File: src/rtl/sfta_pkg.sv
// ----------------------------------------------------------------------------
// sfta_pkg
// Shared types and constants for the strip/fan triangle assembler.
// ----------------------------------------------------------------------------
package sfta_pkg;

  // Default width of the running vertex counter
  localparam int unsigned INDEX_BITS_DEFAULT = 16;

  // Command word and output index widths
  localparam int unsigned WORD_W = 16;
  localparam int unsigned FIELD_W = 15;
  localparam int unsigned IDX_W = 16;

  // Triangle forms once this many vertices of a primitive have gone by
  localparam logic [IDX_W-1:0] TRI_START = IDX_W'(2);

  // One result word
  typedef struct packed {
    logic                     vertex_valid;
    logic [IDX_W-1:0]         vertex_index;
    logic [FIELD_W-1:0]       position_index;
    logic [FIELD_W-1:0]       normal_index;
    logic signed [WORD_W-1:0] tex_s;
    logic signed [WORD_W-1:0] tex_t;
    logic                     triangle_valid;
    logic [IDX_W-1:0]         corner_a;
    logic [IDX_W-1:0]         corner_b;
    logic [IDX_W-1:0]         corner_c;
    logic                     mesh_end;
    logic                     index_overflow;
  } sfta_result_t;

endpackage

File: src/rtl/sfta_in_stage.sv
// ----------------------------------------------------------------------------
// sfta_in_stage
// Input register for command words.
// ----------------------------------------------------------------------------
module sfta_in_stage import sfta_pkg::*; (
  input  logic                     clk,
  input  logic                     rst_n,
  input  logic                     in_valid,
  output logic                     in_ready,
  input  logic signed [WORD_W-1:0] in_word,
  input  logic                     adv,
  output logic                     word_valid,
  output logic signed [WORD_W-1:0] word
);

  logic                     valid_r;
  logic                     valid_nxt;
  logic signed [WORD_W-1:0] word_r;

  // Room when empty or when the held word moves on this cycle
  assign in_ready = !valid_r || adv;

  always_comb begin
    valid_nxt = valid_r;
    if (in_valid && in_ready) begin
      valid_nxt = 1'b1;
    end else if (adv) begin
      valid_nxt = 1'b0;
    end
  end

  always_ff @(posedge clk) begin
    if (!rst_n) begin
      valid_r <= 1'b0;
    end else begin
      valid_r <= valid_nxt;
    end
  end

  // Payload, no reset
  always_ff @(posedge clk) begin
    if (in_valid && in_ready) begin
      word_r <= in_word;
    end
  end

  assign word_valid = valid_r;
  assign word       = word_r;

endmodule

File: src/rtl/sfta_core.sv
// ----------------------------------------------------------------------------
// sfta_core
// Header/vertex decode, vertex counter and triangle corner arithmetic.
// ----------------------------------------------------------------------------
module sfta_core import sfta_pkg::*; #(
  parameter int unsigned INDEX_BITS = INDEX_BITS_DEFAULT
) (
  input  logic                     clk,
  input  logic                     rst_n,
  input  logic                     adv,
  input  logic signed [WORD_W-1:0] word,
  output logic                     res_valid,
  output sfta_result_t             res
);

  typedef enum logic [1:0] {
    PH_POS,
    PH_NORM,
    PH_S,
    PH_T
  } phase_t;

  phase_t                    phase_r, phase_nxt;
  logic [WORD_W-1:0]         vleft_r, vleft_nxt;
  logic                      fan_r, fan_nxt;
  logic [IDX_W-1:0]          vip_r, vip_nxt;
  logic [INDEX_BITS-1:0]     cnt_r, cnt_nxt;
  logic [FIELD_W-1:0]        pos_r, pos_nxt;
  logic [FIELD_W-1:0]        nrm_r, nrm_nxt;
  logic signed [WORD_W-1:0]  s_r, s_nxt;
  logic                      ovf_r, ovf_nxt;

  logic [31:0]               cnt_ext;
  logic [IDX_W-1:0]          idx;
  logic                      at_limit;
  logic [WORD_W-1:0]         w;

  assign w        = word;
  assign cnt_ext  = 32'(cnt_r);
  assign idx      = cnt_ext[IDX_W-1:0];
  assign at_limit = (cnt_r == {INDEX_BITS{1'b1}});

  // Next state and result for the held word
  always_comb begin
    phase_nxt = phase_r;
    vleft_nxt = vleft_r;
    fan_nxt   = fan_r;
    vip_nxt   = vip_r;
    cnt_nxt   = cnt_r;
    pos_nxt   = pos_r;
    nrm_nxt   = nrm_r;
    s_nxt     = s_r;
    ovf_nxt   = ovf_r;
    res_valid = 1'b0;
    res       = '0;

    if (vleft_r == '0) begin
      // header word
      if (w == '0) begin
        res_valid          = 1'b1;
        res.mesh_end       = 1'b1;
        res.index_overflow = ovf_r;
      end else begin
        fan_nxt   = w[WORD_W-1];
        vleft_nxt = w[WORD_W-1] ? (WORD_W'(0) - w) : w;
        vip_nxt   = '0;
        phase_nxt = PH_POS;
      end
    end else begin
      unique case (phase_r)
        PH_POS: begin
          pos_nxt   = w[FIELD_W-1:0];
          phase_nxt = PH_NORM;
        end
        PH_NORM: begin
          nrm_nxt   = w[FIELD_W-1:0];
          phase_nxt = PH_S;
        end
        PH_S: begin
          s_nxt     = word;
          phase_nxt = PH_T;
        end
        PH_T: begin
          // last word: emit vertex, advance saturating counter
          phase_nxt = PH_POS;
          if (at_limit) begin
            ovf_nxt = 1'b1;
          end else begin
            cnt_nxt = cnt_r + 1'b1;
          end
          if (vip_r != {IDX_W{1'b1}}) begin
            vip_nxt = vip_r + 1'b1;
          end
          vleft_nxt = vleft_r - 1'b1;

          res_valid          = 1'b1;
          res.vertex_valid   = 1'b1;
          res.vertex_index   = idx;
          res.position_index = pos_r;
          res.normal_index   = nrm_r;
          res.tex_s          = s_r;
          res.tex_t          = word;
          res.index_overflow = ovf_nxt;
          if (vip_r >= TRI_START) begin
            res.triangle_valid = 1'b1;
            res.corner_c       = idx;
            if (fan_r) begin
              res.corner_a = idx - vip_r;
              res.corner_b = idx - IDX_W'(1);
            end else if (!vip_r[0]) begin
              res.corner_a = idx - IDX_W'(2);
              res.corner_b = idx - IDX_W'(1);
            end else begin
              res.corner_a = idx - IDX_W'(1);
              res.corner_b = idx - IDX_W'(2);
            end
          end
        end
        default: begin
          phase_nxt = PH_POS;
        end
      endcase
    end
  end

  // State registers
  always_ff @(posedge clk) begin
    if (!rst_n) begin
      phase_r <= PH_POS;
      vleft_r <= '0;
      fan_r   <= 1'b0;
      vip_r   <= '0;
      cnt_r   <= '0;
      pos_r   <= '0;
      nrm_r   <= '0;
      s_r     <= '0;
      ovf_r   <= 1'b0;
    end else if (adv) begin
      phase_r <= phase_nxt;
      vleft_r <= vleft_nxt;
      fan_r   <= fan_nxt;
      vip_r   <= vip_nxt;
      cnt_r   <= cnt_nxt;
      pos_r   <= pos_nxt;
      nrm_r   <= nrm_nxt;
      s_r     <= s_nxt;
      ovf_r   <= ovf_nxt;
    end
  end

endmodule

File: src/rtl/sfta_out_stage.sv
// ----------------------------------------------------------------------------
// sfta_out_stage
// Result register in front of the output channel.
// ----------------------------------------------------------------------------
module sfta_out_stage import sfta_pkg::*; (
  input  logic         clk,
  input  logic         rst_n,
  input  logic         load,
  input  sfta_result_t load_res,
  output logic         out_valid,
  input  logic         out_ready,
  output logic         full,
  output sfta_result_t res
);

  logic         valid_r;
  logic         valid_nxt;
  sfta_result_t res_r;

  // Load only happens when empty or draining this cycle
  always_comb begin
    valid_nxt = valid_r;
    if (load) begin
      valid_nxt = 1'b1;
    end else if (out_ready) begin
      valid_nxt = 1'b0;
    end
  end

  always_ff @(posedge clk) begin
    if (!rst_n) begin
      valid_r <= 1'b0;
    end else begin
      valid_r <= valid_nxt;
    end
  end

  always_ff @(posedge clk) begin
    if (load) begin
      res_r <= load_res;
    end
  end

  assign out_valid = valid_r;
  assign full      = valid_r;
  assign res       = res_r;

endmodule

File: src/rtl/strip_fan_triangle_assembler.sv
// ----------------------------------------------------------------------------
// strip_fan_triangle_assembler
// Turns strip/fan command words into vertex records and triangle-list corners.
// ----------------------------------------------------------------------------
// Usage:
//   Input channel (in_valid/in_ready/in_cmd_word) takes one 16-bit command
//   word per transfer: a header count (positive strip, negative fan, zero
//   mesh end) followed by four words per vertex (position, normal, s, t).
//   Output channel (out_valid/out_ready/out_*) carries one result word for
//   each vertex's fourth word and for each zero header; other words give none.
//   Path: an accepted word is held in the input register, then its result
//   in the result register.
//   Throughput: one command word per cycle, sustained while out_ready is high;
//   the single stage of decode and corner arithmetic sets this.
//   Receiver stall: a waiting result stays in the result register and one
//   more word is held in the input register; in_ready drops only when both
//   are occupied.
//   Reset (rst_n low, synchronous): both registers empty, decoder expects a
//   header, vertex counter and overflow flag cleared.
// ----------------------------------------------------------------------------
module strip_fan_triangle_assembler import sfta_pkg::*; #(
  parameter int unsigned INDEX_BITS = INDEX_BITS_DEFAULT
) (
  input  logic                      clk,
  input  logic                      rst_n,
  input  logic                      in_valid,
  output logic                      in_ready,
  input  logic signed [WORD_W-1:0]  in_cmd_word,
  output logic                      out_valid,
  input  logic                      out_ready,
  output logic                      out_vertex_valid,
  output logic [IDX_W-1:0]          out_vertex_index,
  output logic [FIELD_W-1:0]        out_position_index,
  output logic [FIELD_W-1:0]        out_normal_index,
  output logic signed [WORD_W-1:0]  out_tex_s,
  output logic signed [WORD_W-1:0]  out_tex_t,
  output logic                      out_triangle_valid,
  output logic [IDX_W-1:0]          out_corner_a,
  output logic [IDX_W-1:0]          out_corner_b,
  output logic [IDX_W-1:0]          out_corner_c,
  output logic                      out_mesh_end,
  output logic                      out_index_overflow
);

  logic                     word_valid;
  logic signed [WORD_W-1:0] word;
  logic                     adv;
  logic                     res_valid;
  logic                     out_full;
  sfta_result_t             core_res;
  sfta_result_t             res;

  // Held word moves on when the result register can take a word
  assign adv = word_valid && (!out_full || out_ready);

  sfta_in_stage u_in (
    .clk        (clk),
    .rst_n      (rst_n),
    .in_valid   (in_valid),
    .in_ready   (in_ready),
    .in_word    (in_cmd_word),
    .adv        (adv),
    .word_valid (word_valid),
    .word       (word)
  );

  sfta_core #(
    .INDEX_BITS (INDEX_BITS)
  ) u_core (
    .clk       (clk),
    .rst_n     (rst_n),
    .adv       (adv),
    .word      (word),
    .res_valid (res_valid),
    .res       (core_res)
  );

  sfta_out_stage u_out (
    .clk       (clk),
    .rst_n     (rst_n),
    .load      (adv && res_valid),
    .load_res  (core_res),
    .out_valid (out_valid),
    .out_ready (out_ready),
    .full      (out_full),
    .res       (res)
  );

  // Break the result word out onto its ports
  assign out_vertex_valid   = res.vertex_valid;
  assign out_vertex_index   = res.vertex_index;
  assign out_position_index = res.position_index;
  assign out_normal_index   = res.normal_index;
  assign out_tex_s          = res.tex_s;
  assign out_tex_t          = res.tex_t;
  assign out_triangle_valid = res.triangle_valid;
  assign out_corner_a       = res.corner_a;
  assign out_corner_b       = res.corner_b;
  assign out_corner_c       = res.corner_c;
  assign out_mesh_end       = res.mesh_end;
  assign out_index_overflow = res.index_overflow;

endmodule

File: config.mk
export PLATFORM = sky130hd
export DESIGN_NAME = strip_fan_triangle_assembler
export DESIGN_NICKNAME = d
export VERILOG_FILES = /design/src/rtl/sfta_pkg.sv /design/src/rtl/sfta_in_stage.sv /design/src/rtl/sfta_core.sv /design/src/rtl/sfta_out_stage.sv /design/src/rtl/strip_fan_triangle_assembler.sv
export SDC_FILE = /design/constraint.sdc
export NUM_CORES = 1
export LEC_CHECK = 0
export BUFFER_PORTS_ARGS = -buffer_cell sky130_fd_sc_hd__buf_2
export CAP_MARGIN = 10
export CORE_ASPECT_RATIO = 1.5
export CORE_MARGIN = 1.5
export CORE_UTILIZATION = 50
export CTS_CLUSTER_DIAMETER = 200
export DETAILED_ROUTE_END_ITERATION = 16
export PLACE_DENSITY = 0.82
export SLEW_MARGIN = 20
export SYNTH_ARGS = -nofsm -noshare
export SYNTH_HDL_FRONTEND = slang
export SYNTH_SLANG_ARGS = --single-unit
File: constraint.sdc
create_clock -name clk -period 6.55 [get_ports clk]
set_input_delay 0.9825 -clock clk [delete_from_list [all_inputs] [get_ports clk]]
set_output_delay 0.9825 -clock clk [all_outputs]
set_load 0.02 [all_outputs]
Yosys cells after proc, flatten, opt, wreduce, memory -nomap -nowiden
Index checks and enable logic that the tools add are counted.
{ "op_classes": {"n_addsub": 7, "n_mul": 0, "n_div": 0, "order_cmp": 1, "n_eq_ne": 6, "shifts": 0, "n_mux": 26, "bitwise": 5, "n_reduce_logical": 25} }
{ "op_table": {"columns": ["op", "count"], "rows": [
  ["two-way mux 128 bit", 1],
  ["two-way mux 16 bit", 8],
  ["two-way mux 32 bit", 2],
  ["two-way mux 49 bit", 1],
  ["adder 16 x 1 -> 16 bit, second input constant", 2],
  ["zero test 16 bit", 2],
  ["subtractor 16 x 1 -> 16 bit, second input constant", 2],
  ["AND reduction 3 bit", 6],
  ["equality test 16 bit, second input constant", 1],
  ["greater-or-equal comparator 16 x 2 -> 1 bit, second input constant", 1],
  ["!= test 16 bit, second input constant", 1],
  ["subtractor 1 x 16 -> 16 bit, first input constant", 1],
  ["subtractor 16 bit", 1],
  ["subtractor 16 x 2 -> 16 bit, second input constant", 1],
  ["two-way mux 1 bit", 10],
  ["case mux 2 bit (4 select lines)", 1],
  ["AND reduction 4 bit", 2],
  ["nonzero test 2 bit", 4],
  ["two-way mux 2 bit", 3],
  ["NOT 1 bit", 5],
  ["equality test 2 bit, second input constant", 2],
  ["logical AND 1 bit", 3],
  ["OR reduction 3 bit", 1],
  ["equality test 2 x 1 -> 1 bit, second input constant", 1],
  ["other kinds (6)", 8]
]} }
{ "totals": {"reg_bits": 246, "latch_bits": 0, "ram_bits": 0, "mem_bits_ro": 0, "wordCells": 94, "mem_count": 0} }

Logic depth before layout (Yosys ltp)
{ "depth": {"depth_word": 6, "mapped_depth": 12} }

Modules after synthesis
A second synthesis with hierarchy kept.
{ "hier_totals": {"hier_cells": 1124, "area_unflattened_um2": 11544.8} }
{ "by_module_without_submodules": {"columns": ["mod", "n_inst", "cells_each", "area_each_um2", "seq_area_each_um2"], "rows": [
  ["sfta_core", 1, 966, 7035.5, 1961.9],
  ["sfta_out_stage", 1, 134, 3952.5, 3923.8],
  ["sfta_in_stage", 1, 21, 538.0, 500.5],
  ["strip_fan_triangle_assembler", 1, 3, 18.8, 0.0]
]} }

Worst setup path after synthesis
No wires, ideal clock.
{ "synth_path": {"kind": "input port to flip-flop", "startpoint": "input port out_ready", "endpoint": "register u_out.res_r, in the netlist u_out.res[0], enable pin", "setup_ns": 0.482, "arrival_ns": 4.477, "t_required_ns": 6.068, "setup_slack_ns": 1.590, "path_stages": 6, "n_path_buf": 2, "cell_sequence": "nand2b_1 > and2_1 > clkbuf_1 > clkbuf_1 > o21ai_0 > inv_1"} }
{ "synth_between": {"elab_chain_cells": 3} }
{ "synth_rtl": {"columns": ["item", "line", "text"], "rows": [
  ["from (decl)", "strip_fan_triangle_assembler.sv:30", "input logic out_ready,"],
  ["logical OR 1 bit", "strip_fan_triangle_assembler.sv:54", "assign adv = word_valid && (!out_full || out_ready);"],
  ["logical AND 1 bit", "strip_fan_triangle_assembler.sv:54", null],
  ["logical AND 1 bit", "strip_fan_triangle_assembler.sv:81", ".load (adv && res_valid),"],
  ["named net u_out.load", "sfta_out_stage.sv:8", "input logic load,"],
  ["to (signal assigned)", "sfta_out_stage.sv:40", "res_r <= load_res;"],
  ["to (decl)", "sfta_out_stage.sv:18", "sfta_result_t res_r;"]
]} }
The timed path passes the listed nets, and every way through them passes these cells.
A chain may end at the register's enable or synchronous reset.

Worst setup path in the final report
{ "layout_path": {"startpoint": "register u_in.word_r[0], in the netlist u_in.word[0]", "endpoint": "register u_out.res_r, in the netlist u_out.res[48], enable pin"} }
{ "layout_between": {"elab_chain_cells": 4} }
{ "layout_rtl": {"columns": ["item", "line", "text"], "rows": [
  ["from (decl)", "sfta_in_stage.sv:18", "logic signed [WORD_W-1:0] word_r;"],
  ["from (signal assigned)", "sfta_in_stage.sv:43", "word_r <= in_word;"],
  ["zero test 16 bit", "sfta_core.sv:59", "if (w == '0) begin"],
  ["two-way mux 1 bit", "sfta_core.sv:59", null],
  ["two-way mux 1 bit", "sfta_core.sv:57", "if (vleft_r == '0) begin"],
  ["logical AND 1 bit", "strip_fan_triangle_assembler.sv:81", null],
  ["named net u_out.load", "sfta_out_stage.sv:8", null]
]} }
The timed path passes the listed nets, and every way through them passes these cells.

==> impl_summary.md <==
Status
The run finished with clean final reports.

Worst setup path
The required time at the endpoint of the critical path is 6.70 ns. In this run the critical register-to-register path is launched from u_in.word[0]. The cell repeated most along the worst path is sky130_fd_sc_hd__inv_1. STA classifies the critical path endpoint as a register. The arrival time at the worst endpoint is 4.05 ns. The type of the worst setup path is register to register.

The critical path's top delay family is buffers and inverters. The peak per-stage delay on the critical path is 0.63 ns. Walking the worst path, the cells encountered are inv_1 > ha_1 > or3b_2 > nor3_4 > nand4_1 > inv_1 > o21ai_0 > inv_4 > buf_4.

STA classifies the critical path startpoint as a register. The launching element of the worst setup path is u_in.word[0]. The master of the slowest instance on the critical path is sky130_fd_sc_hd__inv_4. Along the worst path, the maximum fanout reaches 57.

The number of buffers and inverters on the critical path is 4. The worst-case register-to-register setup slack is 2.64 ns.

Routing
The first detailed-routing pass took 6 iterations. The detailed-route wire length per cell is 18.7 um. Wires add up to 28,700 um. The per-cell via count in the routed design is 5.74. The via count is 8,826. The number of routed nets with antenna violations is 0. The first routing iteration left 678 violations. The detailed-route DRC error count is 0.

Timing
Timing would allow up to 256 MHz. For the pin with the worst max-slew slack, the measured transition is 1.08 ns. The time the final worst path needs with I/O delays and setup is 3.91 ns. The count of final hold-check violations came to 0. The setup-violating endpoint count in the final report is 0. Measured against its own limit, the worst slew margin works out to 27.8%. The setup total negative slack is 0 ns. The final number of max-transition violations is 0. For the final database, setup skew stands at 0.0139 ns. Setup repair after global routing left no endpoint under its margin. Of the available clock period, the critical path in the final layout requires 59.6%.

CTS
The number of resized instances in the post-cts repair step is 0. The number of hold buffers added after CTS was 0. The post-CTS setup-driven buffer insertion count is 0. The clock tree from TritonCTS is built. Clock-pin slew was measured on the worst setup and hold paths at 0.07 ns. The number of buffers on the longest clock path is 3. The number of clock sinks is 246. The number of clock buffers added by TritonCTS is 23. CTS placed an instance of sky130_fd_sc_hd__clkbuf_16 at the clock tree root. The clock latency on the worst-skew pair is 0.52 ns.

CTS built an H-tree with a depth of 1.

Power
The peak ir drop on the vdd network is 213 uV. The analysis attributes to cell leakage a power of 4.85 nW. Dividing total power by cell area gives a power density of 333 mW/mm2.

Logic synthesis
The register area share after synthesis is 55.0%. In the post-synthesis netlist, the cell with the most instances is sky130_fd_sc_hd__edfxtp_1. Summed over all instances, the cell type with the most area after synthesis is sky130_fd_sc_hd__edfxtp_1.

By count the netlist is led by sky130_fd_sc_hd__edfxtp_1 (146), sky130_fd_sc_hd__nand2_1 (120), sky130_fd_sc_hd__dfxtp_1 (100). In the synthesized netlist, the number of instances is 1,124. Summing every instance area after synthesis gives 0.0116 mm2. The synthesized design contains 146 enable-type register cells. Of all flip-flops after synthesis, the portion carrying an async set or reset was 0%. The average cell area after synthesis is 10.3 um2.

Synthesis instantiated 81 different standard cells from the library. The most used flip-flop cell after synthesis is sky130_fd_sc_hd__edfxtp_1. The post-synth net total is 1,173. Sorting the synthesized cells by area gives the leading types as sky130_fd_sc_hd__edfxtp_1 (38%), sky130_fd_sc_hd__dfxtp_1 (17%), sky130_fd_sc_hd__and2_1 (4.2%), sky130_fd_sc_hd__a21oi_1 (4.0%), sky130_fd_sc_hd__nand2_1 (3.9%). Yosys printed 0 warnings.

The flip-flop and latch count after synthesis is 246. After synthesis, the largest area contributor takes up 37.8% of total cell area.

Placement
The number of placed instances, taps included, is 1,495. The count of input and output buffers is 151. The post-placement cell area is 0.0125 mm2. The placer congestion estimate is 0.979. The sum of net half-perimeters after detailed placement is 20,000 um.

Cells and area
The post-route non-filler standard cell count is 1,537. The number of inserted filler cells in the final layout is 1,858. The repair_antennas step left the layout with diodes totalling 0. The net count of the finished layout is 1,289. The layout overhead on the synthesized area is 14.2%. Cells with a size suffix above 1 make up 19.1% of the layout.

The post-route cell area is 0.0133 mm2. Cells fill 57.9% of the core in the end.

Flow run
The tool flagged a number of max-cap violations equal to 0.

Min path
The min-delay analysis places its worst path in the category register to register. The hold path startpoint is u_core.nrm_r[14].

Die
During I/O placement, the number of pins put on the boundary was 152. The floorplan die area is 0.0242 mm2. In this run the vertical extent of the chip is 190 um. After floorplanning, the core was divided into 68 placement rows. The die outline width is 127 um. The area of the placeable core is 0.0229 mm2. The effective utilization at floorplan is 50.7%.

Global route
Global routing consumed, over all layers together, 23.5% of the routing resources. Global routing finished with a remaining overflow of 0. The global-route wire length before repair is 44,800 um.

The initial antenna violation count was 0. The via count of the first global-routing pass is 8,438. The maximum number of pins on one net before global-route repair is 95.
==> cell usage in the layout (no fill, tap or decap), drive strengths merged, types with 5 or more instances in the layout <==
cell type,synthesis,layout
clkinv,0,5
nor3,19,19
nor2b,5,5
nand2,126,126
buf,24,165
mux2i,8,8
xor2,35,35
nor2,95,95
nand3,47,47
nand4,11,11
o211ai,5,5
ha,28,28
clkbuf,50,33
a211oi,12,12
nor4,23,23
o31ai,9,9
and3,19,19
nand2b,9,9
xnor2,34,34
dfxtp,100,100
or3,20,20
inv,35,36
and2,77,77
o21ai,31,31
a21oi,93,93
edfxtp,146,146
==> kinds of logic after synthesis <==
logic type	after synthesis	share of synthesized area, %
mux	10	0.884
flops	246	55.0
compound gates	190	10.2
fa+ha+maj	29	3.19
buf+inv	109	3.98
simple gates	471	21.5
xor+xnor	69	5.21
==> metrics by stage <==
step,power [W],hold WS (ns),setup WS (ns)
6_report,0.00441,0.454,2.64
2_1_floorplan,0.00282,0.432,1.59
4_1_cts,0.00440,0.456,2.64
3_3_place_gp,0.00305,0.439,2.82
3_5_place_dp,0.00306,0.446,2.67
5_1_grt,0.00460,0.473,2.40
==> routing by layer <==
layer	vias up	global-route usage, %	routed length (um)	part of all wire (%)
met5	-	0	0	0
li1	4187	-	-	-
met3	98	2.76	1490	5.2
met2	382	42.9	15200	53
met1	4159	26.6	10300	36
met4	0	12.5	1630	5.7
==> worst min-delay path: cells and delay by family, from the launching register on <==
family             cells  cell delay [ns]
and+or+nand+nor        1             0.05
DFF                    1             0.31
AOI/OAI and AO/OA      1             0.05
==> state kept, by name, summed over array words and instances, names as in the netlist <==
register,flops
u_core.nrm_r,15
u_core.cnt_r,16
u_core.pos_r,15
u_core.s_r,16
u_core.vleft_r,16
u_core.ovf_r,1
u_core.vip_r,16
u_core.phase_r,2
u_core.fan_r,1
u_out.res,130
u_in.word_valid,1
u_out.full,1
u_in.word,16
==> layout make-up <==
cell class | instances | area (um2) | share of cell area [%]
clock buffer | 33 | 654 | 4.94
clock inverter | 9 | 108 | 0.812
inverter | 35 | 134 | 1.01
multi-input combinational | 769 | 4760 | 35.9
sequential | 246 | 6390 | 48.2
tap | 280 | 350 | 2.64
timing repair buffer | 165 | 861 | 6.50
==> report_power, final <==
group | internal [W] | total, W | switching (W)
clock | 0.000779 | 0.00135 | 0.000570
sequential | 0.00171 | 0.00181 | 0.000104
combinational | 0.000421 | 0.00125 | 0.000824
total | 0.00291 | 0.00441 | 0.00150
==> worst paths after layout <==
check                endpoint  cells past startpoint
max             u_out.res[48]                      9
min          u_core.nrm_r[14]                      2
max reg2reg     u_out.res[48]                      9
min reg2reg  u_core.nrm_r[14]                      2
(Power assumes the default switching activity.)
